[src/bct_pkg.sv]
// Shared constants and types for the binomial coefficient table.
package bct_pkg;

  // Width of one table entry and of the result coefficient.
  localparam int DW = 30;

  // Width of each input argument field.
  localparam int FW = 6;

  // Position of the entry being built, as seen by the entry unit.
  typedef struct packed {
    logic row_zero;
    logic col_zero;
  } entry_ctl_t;

endpackage

[src/bct_entry.sv]
// Entry unit: the single adder that builds one table entry from its neighbors.
module bct_entry
  import bct_pkg::*;
#(
  parameter int IW = 6
) (
  input  entry_ctl_t    ctl,
  input  logic [IW-1:0] idx,
  input  logic [DW-1:0] left,
  input  logic [DW-1:0] above,
  output logic [DW-1:0] value
);

  // Edge entries are the index plus two; inner entries add left and above.
  // The sum wraps at the entry width.
  always_comb begin
    if (ctl.row_zero || ctl.col_zero) begin
      value = DW'(idx) + DW'(2);
    end else begin
      value = left + above;
    end
  end

endmodule
[config.mk]
export PLATFORM = sky130hd
export DESIGN_NAME = bct_entry
export DESIGN_NICKNAME = d
export VERILOG_FILES = /design/src/bct_pkg.sv /design/src/bct_entry.sv
export SDC_FILE = /design/constraint.sdc
export NUM_CORES = 1
export LEC_CHECK = 0
export CORE_ASPECT_RATIO = 1.4
export CORE_MARGIN = 3
export CORE_UTILIZATION = 60
export DETAILED_ROUTE_END_ITERATION = 10
export DONT_BUFFER_PORTS = 1
export GPL_TIMING_DRIVEN = 1
export PLACE_DENSITY = 0.76
export REMOVE_ABC_BUFFERS = 1
export SYNTH_ARGS = -nofsm -noshare
export SYNTH_HDL_FRONTEND = slang
export SYNTH_SLANG_ARGS = --single-unit
[constraint.sdc]
create_clock -name vclk -period 4
set_input_delay 0.2 -clock vclk [all_inputs]
set_output_delay 0.2 -clock vclk [all_outputs]
set_load 0.05 [all_outputs]
==> results of run 1 <==
[power breakdown]
part           internal [mW]  switching, mW
Combinational          0.131          0.287
Clock                      0              0
Sequential                 0              0
[metrics by stage]
stage | hold WS (ns) | utilization | power (mW) | std cells | cell area [um^2]
after floorplan | 0.680 | - | 0.349 | 284 | 2000
after global placement | 0.687 | 0.658 | 0.410 | 329 | 2120
after detailed placement | 0.687 | 0.658 | 0.415 | 329 | 2120
after CTS | 0.687 | 0.658 | 0.417 | 329 | 2120
after global routing | 0.693 | 0.658 | 0.454 | 329 | 2120
final | 0.685 | 0.658 | 0.418 | 329 | 2120
[area by class of cell]
type               instances  area [um^2]  area share
multi-input cells        280         2010       0.949
repair buffers             6         45.0      0.0213
inverters                  4         15.0     0.00710
well taps                 39         48.8      0.0231
[kinds of logic after synthesis]
kind of cell	share of synthesized area
xor gates and xnor gates	0.0762
and+or+nand+nor	0.300
AOI/OAI and AO/OA	0.381
muxes	0.00967
buffers and inverters	0.0423
adders and majority gates	0.191
[routing by layer]
layer	global-route usage	vias to the layer above
met3	0.0169	4
met1	0.275	991
li1	-	1123
met2	0.514	74
met4	0.0378	0
met5	0	-
[cells in the final DEF (no fill, tap or decap), types with 2 or more instances in the layout]
cell	synthesis	routed
a21oi_1	33	33
inv_1	4	4
or2_2	3	3
nand3b_1	3	3
o211ai_1	3	3
and2_1	2	2
o21bai_1	2	2
a21oi_2	4	4
a21o_1	8	8
nor3b_1	3	2
nor2b_1	3	3
nand3_1	9	9
nand4_1	9	9
o21a_1	7	7
o211ai_2	2	2
nor4_1	2	2
nand2_1	30	30
a211oi_1	2	2
o221ai_1	2	2
a21boi_0	3	3
buf_4	0	6
a22o_1	2	2
mux2i_1	2	2
o21ai_0	16	14
nor3_2	3	7
a21boi_1	2	2
ha_1	30	30
nor3b_2	1	2
o21ai_1	8	10
nor2_1	22	22
nor3_1	18	14
and3_1	2	2
xnor2_1	8	8
a211oi_2	2	2
xor2_1	10	10
[final timing paths]
check | slack [ns] | cells past startpoint | startpoint | endpoint
max | 1.13 | 8 | left[0] | value[26]
min | 0.69 | 1 | idx[1] | value[1]
==> summary.md, run 1 <==
| Metric | Value |
|---|---|
| Synth top area share | `0.181` |
| Top cell type by total area after synthesis | `ha_1` |
| Wire length per cell | `17.0 um` |
| Max incr delay on CP | `0.67 ns` |
| GRT Overall Usage | `0.246` |
| Final ANT Viol Nets | `0` |
| Vias | `2192` |
| Layout net count | `391` |
| # DRC | `0` |
| Main area contributors after synthesis | `ha_1 (18%), a21oi_1 (8.0%), nand2_1 (5.4%), nor3_1 (4.4%), xor2_1 (4.2%)` |
| Synth Area per Inst | `6.99 um^2` |
| Hold Path Class | `in2out` |
| Global placer's final weighted congestion | `0.854` |
| Max Slew Vio Count | `0` |
| Max-Cap Viols | `0` |
| Highest clock rate | `349 MHz` |
| Initial drt markers | `73` |
| Setup bufs post-CTS | `0` |
| DR pass1 iterations | `4` |
| Place WS | `1.15 ns` |
| Mapped Cells | `296` |
| ANT cells | `0` |
| Routed length on met1 | `2.21 mm` |
| Type of origin of the critical path | `input port` |
| Status | `completed` |
| Crit Path Class | `in2out` |
| Initial Util | `0.644` |
| Overall routed net length | `5.58 mm` |
| Peak VDD IR | `118 uV` |
| Max-slew headroom | `0.306` |
| Post-cts sizing count | `0` |
| Setup violators final | `0` |
| Die H | `75.5 um` |
| CLK BUF | `0` |
| Sequential share of the synthesized area | `0` |
| Tmin final | `2.87 ns` |
| Worst setup EP type | `output pin` |
| CP max FO | `3` |
| PwrDens | `198 nW/um^2` |
| Cts hold-fix bufs | `0` |
| Unrepaired setup endpoints after global routing | `false` |
| TNS Setup | `0 ns` |
| Row count | `24` |
| Vias in the first global route | `2077` |
| Uppermost routed layer | `met4` |
| Synth Cell Area | `2070 um^2` |
| Chip Width | `55.6 um` |
| Slack of the critical path | `1.13 ns` |
| Worst Path Required | `3.80 ns` |
| CP max-delay cell | `nor3_2` |
| Final Hold Fails | `0` |
| Core area | `3210 um^2` |
| Sequential cell count | `0` |
| Port Buf Inserts | `0` |
| Vias/cell | `6.66` |
| Reg area | `0 um^2` |
| CP delay by family, top | `compound AO/OA/AOI/OAI gates` |
| WP data arrival | `2.67 ns` |
| Cell Chain, Critical Path | `ha_1 > fa_1 > a211oi_2 > o211ai_2 > a21boi_1 > nor4_2 > o21a_1 > nor3_2` |
| Count of cell types in the netlist | `61` |
| Fillers | `300` |
| Slew at the pin closest to its max-slew limit | `1.06 ns` |
| Met3 WL | `288 um` |
| I/O pin count | `98` |
| Fin crit share | `0.716` |
| Synthesis-to-layout area growth | `2.24%` |
| Total gr overflow | `0` |
| Syn. warnings | `0` |
| Top-count cell post-synth | `a21oi_1` |
| Worst Path Buf+Inv | `0` |
| First-pass GRT wire length | `8.82 mm` |
| Post-detail-place hpwl | `4.73 mm` |
| Die area | `4200 um^2` |
| Lkg Pwr | `0.793 nW` |
| WL met2 | `3.05 mm` |
| Largest net degree at the start of global routing | `35` |
| Initial antenna violation count | `0` |
| Share of cells above drive strength 1 | `0.131` |
| Commonest cells post-synth | `a21oi_1 (33), ha_1 (30), nand2_1 (30)` |
No activity file was read; power rests on OpenSTA's default activity.
==> inputs of run 2 (changes only) <==
==> constraint.sdc (replaced) <==
create_clock -name vclk -period 2.75
set_input_delay 0.1375 -clock vclk [all_inputs]
set_output_delay 0.1375 -clock vclk [all_outputs]
set_load 0.05 [all_outputs]
==> run 2 against run 1 <==
  * Die area did not move
  * Hold slack lost 0.18 ns
  * Sequential share of layout area stayed put
  * Highest routed layer unchanged
  * Largest cell class unchanged
  * Critical path depth unchanged
==> summary.md, run 2 (same netlist as run 1, synthesis figures left out) <==
| Metric | Value |
|---|---|
| Status | `completed (unchanged)` |
| CLK BUF | `0 (unchanged)` |
| GRT Overall Usage | `0.261 (was 0.246)` |
| Highest clock rate | `406 MHz` |
| Core area | `3210 um^2 (unchanged)` |
| Die area | `4200 um^2 (unchanged)` |
| Setup bufs post-CTS | `0 (unchanged)` |
| Placed cell area | `2280 um^2 (was 2120 um^2)` |
| # DRC | `0 (unchanged)` |
| DR pass1 iterations | `4 (unchanged)` |
| Post-detail-place hpwl | `5.00 mm (was 4.73 mm)` |
| Slew at the pin closest to its max-slew limit | `0.731 ns (was 1.06 ns)` |
| PwrDens | `287 nW/um^2 (was 198 nW/um^2)` |
| Total gr overflow | `0 (unchanged)` |
| Die H | `75.5 um (unchanged)` |
| Final Hold Fails | `0 (unchanged)` |
| Sequential cell count | `0 (unchanged)` |
| Reg area | `0 um^2 (unchanged)` |
| Initial drt markers | `106 (was 73)` |
| Peak VDD IR | `204 uV (was 118 uV)` |
| Final ANT Viol Nets | `0 (unchanged)` |
| Design area | `2280 um^2 (was 2120 um^2)` |
| CP max FO | `6 (was 3)` |
| Overall routed net length | `5.84 mm (was 5.58 mm)` |
| Cts hold-fix bufs | `0 (unchanged)` |
| Tmin final | `2.46 ns` |
| Initial Util | `0.644 (unchanged)` |
| Worst setup EP type | `output pin (unchanged)` |
| Fin crit share | `0.895` |
| Share of cells above drive strength 1 | `0.192 (was 0.131)` |
| I/O pin count | `98 (unchanged)` |
| Commonest cells after routing, fill and taps aside | `a21oi_1 (33), nand2_1 (30), ha_1 (30) (unchanged)` |
| Chip Width | `55.6 um (unchanged)` |
| Vias in the first global route | `2251 (was 2077)` |
| Lkg Pwr | `0.908 nW (was 0.793 nW)` |
| Setup violators final | `0 (unchanged)` |
| Global placer's final weighted congestion | `0.898 (was 0.854)` |
| Row count | `24 (unchanged)` |
| Wire length per cell | `16.6 um (was 17.0 um)` |
| Vias | `2352 (was 2192)` |
| Most common cell after layout, fill and taps aside | `a21oi_1 (unchanged)` |
| Crit Path Class | `in2out (unchanged)` |
| Post-cts sizing count | `0 (unchanged)` |
| Max-slew headroom | `0.512 (was 0.306)` |
| Port Buf Inserts | `0 (unchanged)` |
| TNS Setup | `0 ns (unchanged)` |
| Layout net count | `413 (was 391)` |
| Synthesis-to-layout area growth | `10.2% (was 2.24%)` |
| First-pass GRT wire length | `9.31 mm (was 8.82 mm)` |
| Initial antenna violation count | `0 (unchanged)` |
| Max Slew Vio Count | `0 (unchanged)` |
| Vias/cell | `6.70 (was 6.66)` |
| Worst Path Required | `2.61 ns (was 3.80 ns)` |
| Largest net degree at the start of global routing | `35 (unchanged)` |
| Unrepaired setup endpoints after global routing | `false (unchanged)` |
| WP data arrival | `2.32 ns (was 2.67 ns)` |
| ANT cells | `0 (unchanged)` |
| Hold Path Class | `in2out (unchanged)` |
| Type of origin of the critical path | `input port (unchanged)` |
| Max-Cap Viols | `0 (unchanged)` |
==> run 2: cell types whose count changed in the layout (fill, tap and decap cells not counted), sizes merged <==
cell,before,now
buf,6,28
==> run 2: worst paths after layout <==
kind	slack [ns]	cells after the start	start	end
max	0.29	8	left[0]	value[28]
min	0.50	2	idx[1]	value[1]
==> run 2: metal layers <==
metal / share of wire / global-route usage
met1: 0.38 / 0.268
met5: 0 / 0
met4: 0.020 / 0.0622
met2: 0.55 / 0.574
met3: 0.055 / 0.00678
==> run 2: power by group <==
part	switching, mW	total, mW	internal (mW)
registers	0	0	0
logic	0.428	0.654	0.226
clock network	0	0	0
==> run 2: metrics by stage <==
stage / total power [mW] / hold WS (ns) / cells / utilization / setup slack, ns
final: 0.654 / 0.500 / 351 / 0.710 / 0.289
after global placement: 0.637 / 0.494 / 351 / 0.710 / 0.328
after detailed placement: 0.648 / 0.497 / 351 / 0.710 / 0.301
after CTS: 0.651 / 0.497 / 351 / 0.710 / 0.296
after global routing: 0.709 / 0.501 / 351 / 0.710 / 0.182
after floorplan: 0.507 / 0.555 / 284 / - / -0.166
==> run 2: critical path, cell delays in order <==
cell      delay [ns]
ha_1            0.20
fa_1            0.44
a211oi_2        0.29
o211ai_2        0.13
a21oi_2         0.35
nor2_2          0.12
a311o_1         0.39
o211ai_2        0.25
==> run 2: layout make-up <==
type / count / area (um^2)
well taps: 39 / 48.8
multi-input cells: 280 / 2010
repair buffers: 28 / 210
inverters: 4 / 15.0
fillers: 289 / 932
==> inputs of run 3 (changes only) <==
--- a/config.mk
+++ b/config.mk
@@ -5,7 +5,9 @@
 export SDC_FILE = /design/constraint.sdc
 export NUM_CORES = 1
 export LEC_CHECK = 0
-export CORE_ASPECT_RATIO = 1.4
+export ABC_AREA = 1
+export CAP_MARGIN = 0
+export CORE_ASPECT_RATIO = 0.9
 export CORE_MARGIN = 3
 export CORE_UTILIZATION = 60
 export DETAILED_ROUTE_END_ITERATION = 10
==> run 3 against run 2 <==
  * Non-clock buffer count down 2
  * Combinational power is 2% higher
  * Maximum frequency rose by 18%
  * Sequential share of layout area did not move
  * Setup slack better by 0.38 ns
  * First-iteration DRC count increased by 86%
  * Synthesized area grew 16%
  * Design area increased by 15%
  * Hold slack better by 0.015 ns
  * Critical path type unchanged
  * Highest routed layer unchanged
==> summary.md, run 3 <==
| Metric | Value |
|---|---|
| PwrDens | `253 nW/um^2 (was 287 nW/um^2)` |
| Final Hold Fails | `0 (unchanged)` |
| Vias/cell | `5.43 (was 6.70)` |
| Top-count cell post-synth | `nand2_1 (was a21oi_1)` |
| Total gr overflow | `0 (unchanged)` |
| Fin crit share | `0.756 (was 0.895)` |
| Main area contributors after synthesis | `nand2_1 (29%), ha_1 (16%), inv_1 (14%), nor2_1 (8.0%), a21oi_1 (7.3%) (was ha_1 (18%), a21oi_1 (8.0%), nand2_1 (5.4%), nor3_1 (4.4%), xor2_1 (4.2%))` |
| Core area | `3780 um^2 (was 3210 um^2)` |
| Syn. warnings | `0 (unchanged)` |
| First-pass GRT wire length | `10.8 mm (was 9.31 mm)` |
| Commonest cells after routing, fill and taps aside | `nand2_1 (188), inv_1 (90), nor2_1 (50) (was a21oi_1 (33), nand2_1 (30), ha_1 (30))` |
| # DRC | `0 (unchanged)` |
| Synth top area share | `0.294 (was 0.181)` |
| Sequential cell count | `0 (unchanged)` |
| WP data arrival | `1.94 ns (was 2.32 ns)` |
| Most common cell after layout, fill and taps aside | `nand2_1 (was a21oi_1)` |
| GRT Overall Usage | `0.275 (was 0.261)` |
| Sequential share of the synthesized area | `0 (unchanged)` |
| Largest net degree at the start of global routing | `15 (was 35)` |
| Highest clock rate | `481 MHz (was 406 MHz)` |
| Global placer's final weighted congestion | `0.930 (was 0.898)` |
| CP max FO | `5 (was 6)` |
| Overall routed net length | `6.91 mm (was 5.84 mm)` |
| Post-layout util | `0.696 (was 0.710)` |
| Layout net count | `614 (was 413)` |
| CLK BUF | `0 (unchanged)` |
| Tmin final | `2.08 ns (was 2.46 ns)` |
| Port Buf Inserts | `0 (unchanged)` |
| Max-slew headroom | `0.339 (was 0.512)` |
| Hold Path Class | `in2out (unchanged)` |
| Status | `completed (unchanged)` |
| Commonest cells post-synth | `nand2_1 (188), inv_1 (90), nor2_1 (51) (was a21oi_1 (33), ha_1 (30), nand2_1 (30))` |
| Type of origin of the critical path | `input port (unchanged)` |
| Vias | `3038 (was 2352)` |
| Unrepaired setup endpoints after global routing | `false (unchanged)` |
| Crit Path Class | `in2out (unchanged)` |
| Final ANT Viol Nets | `0 (unchanged)` |
| Share of cells above drive strength 1 | `0.0916 (was 0.192)` |
| Slew at the pin closest to its max-slew limit | `0.990 ns (was 0.731 ns)` |
| Placed insts | `559 (was 351)` |
| DR pass1 iterations | `5 (was 4)` |
| Vias in the first global route | `2459 (was 2251)` |
| Top cell type by total area after synthesis | `nand2_1 (was ha_1)` |
| Initial drt markers | `197 (was 106)` |
| Row count | `21 (was 24)` |
| Worst setup EP type | `output pin (unchanged)` |
| Cts hold-fix bufs | `0 (unchanged)` |
| I/O pin count | `98 (unchanged)` |
| Worst Path Required | `2.61 ns (about the same)` |
| Synth Area per Inst | `4.89 um^2 (was 6.99 um^2)` |
| Mapped Cells | `490 (was 296)` |
| Initial antenna violation count | `0 (unchanged)` |
| Chip Width | `72.6 um (was 55.6 um)` |
| Max Slew Vio Count | `0 (unchanged)` |
| Synth Cell Area | `2400 um^2 (was 2070 um^2)` |
| Setup bufs post-CTS | `0 (unchanged)` |
| Max-Cap Viols | `0 (unchanged)` |
| Reg area | `0 um^2 (unchanged)` |
| Lkg Pwr | `1.64 nW (was 0.908 nW)` |
| Initial Util | `0.634 (was 0.644)` |
| Die H | `66.0 um (was 75.5 um)` |
| Fillers | `398 (was 289)` |
| Setup violators final | `0 (unchanged)` |
| Hold_ws | `0.515 ns (was 0.500 ns)` |
| Die area | `4790 um^2 (was 4200 um^2)` |
| Count of cell types in the netlist | `29 (was 61)` |
| Post-cts sizing count | `0 (unchanged)` |
| Peak VDD IR | `180 uV (was 204 uV)` |
| Post-detail-place hpwl | `6.04 mm (was 5.00 mm)` |
| ANT cells | `0 (unchanged)` |
| Wire length per cell | `12.4 um (was 16.6 um)` |
| Area of the multi-input gates | `2040 um^2 (was 2010 um^2)` |
| Synthesis-to-layout area growth | `9.81% (was 10.2%)` |
| TNS Setup | `0 ns (unchanged)` |
| Layout Cells excl Fill | `559 (was 351)` |
## run 3: layout make-up
| class | count | share of cell area |
|---|---|---|
| multi-input cells | 396 | 0.774 |
| inverters | 91 | 0.130 |
| repair buffers | 26 | 0.0741 |
| well taps | 46 | 0.0219 |
## run 3: worst max-delay path, cell delays in order
cell     delay, ns
ha_1          0.24
fa_1          0.45
nand3_1       0.12
nand3_1       0.15
nand2_1       0.10
nand2_1       0.11
nand3_1       0.12
nand3_1       0.08
nand2_1       0.07
inv_1         0.05
nor2_1        0.10
buf_4         0.20
## run 3: worst paths after layout
check	from	to	slack (ns)	cells past startpoint
setup / recovery	left[0]	value[24]	0.67	12
hold / removal	idx[4]	value[6]	0.52	2
## run 3: cell families (layout without fill, tap and decap cells)
kind of cell,Yosys count,in the layout,synth area share
xor gates and xnor gates,7,7,0.0256
AOI/OAI and AO/OA,58,58,0.132
adders and majority gates,31,31,0.165
and+or+nand+nor,300,300,0.525
buffers and inverters,94,117,0.153
## run 3: report_power, final
group          switching [mW]  internal [mW]
logic                   0.464          0.203
registers                   0              0
clock network               0              0
## run 3: per-stage QoR
stage	worst slack (ns)	instance area (um^2)	power, mW
5_1_grt	0.474	2630	0.736
6_report	0.671	2630	0.667
3_3_place_gp	0.767	2630	0.645
3_5_place_dp	0.713	2630	0.656
2_1_floorplan	0.138	2370	0.510
4_1_cts	0.694	2630	0.658
## run 3: metal layers
metal  GRT usage  routed length [um]
met1       0.424                3170
met3     0.00760                 697
met5           0                   0
met4      0.0138                  27
met2       0.439                3010
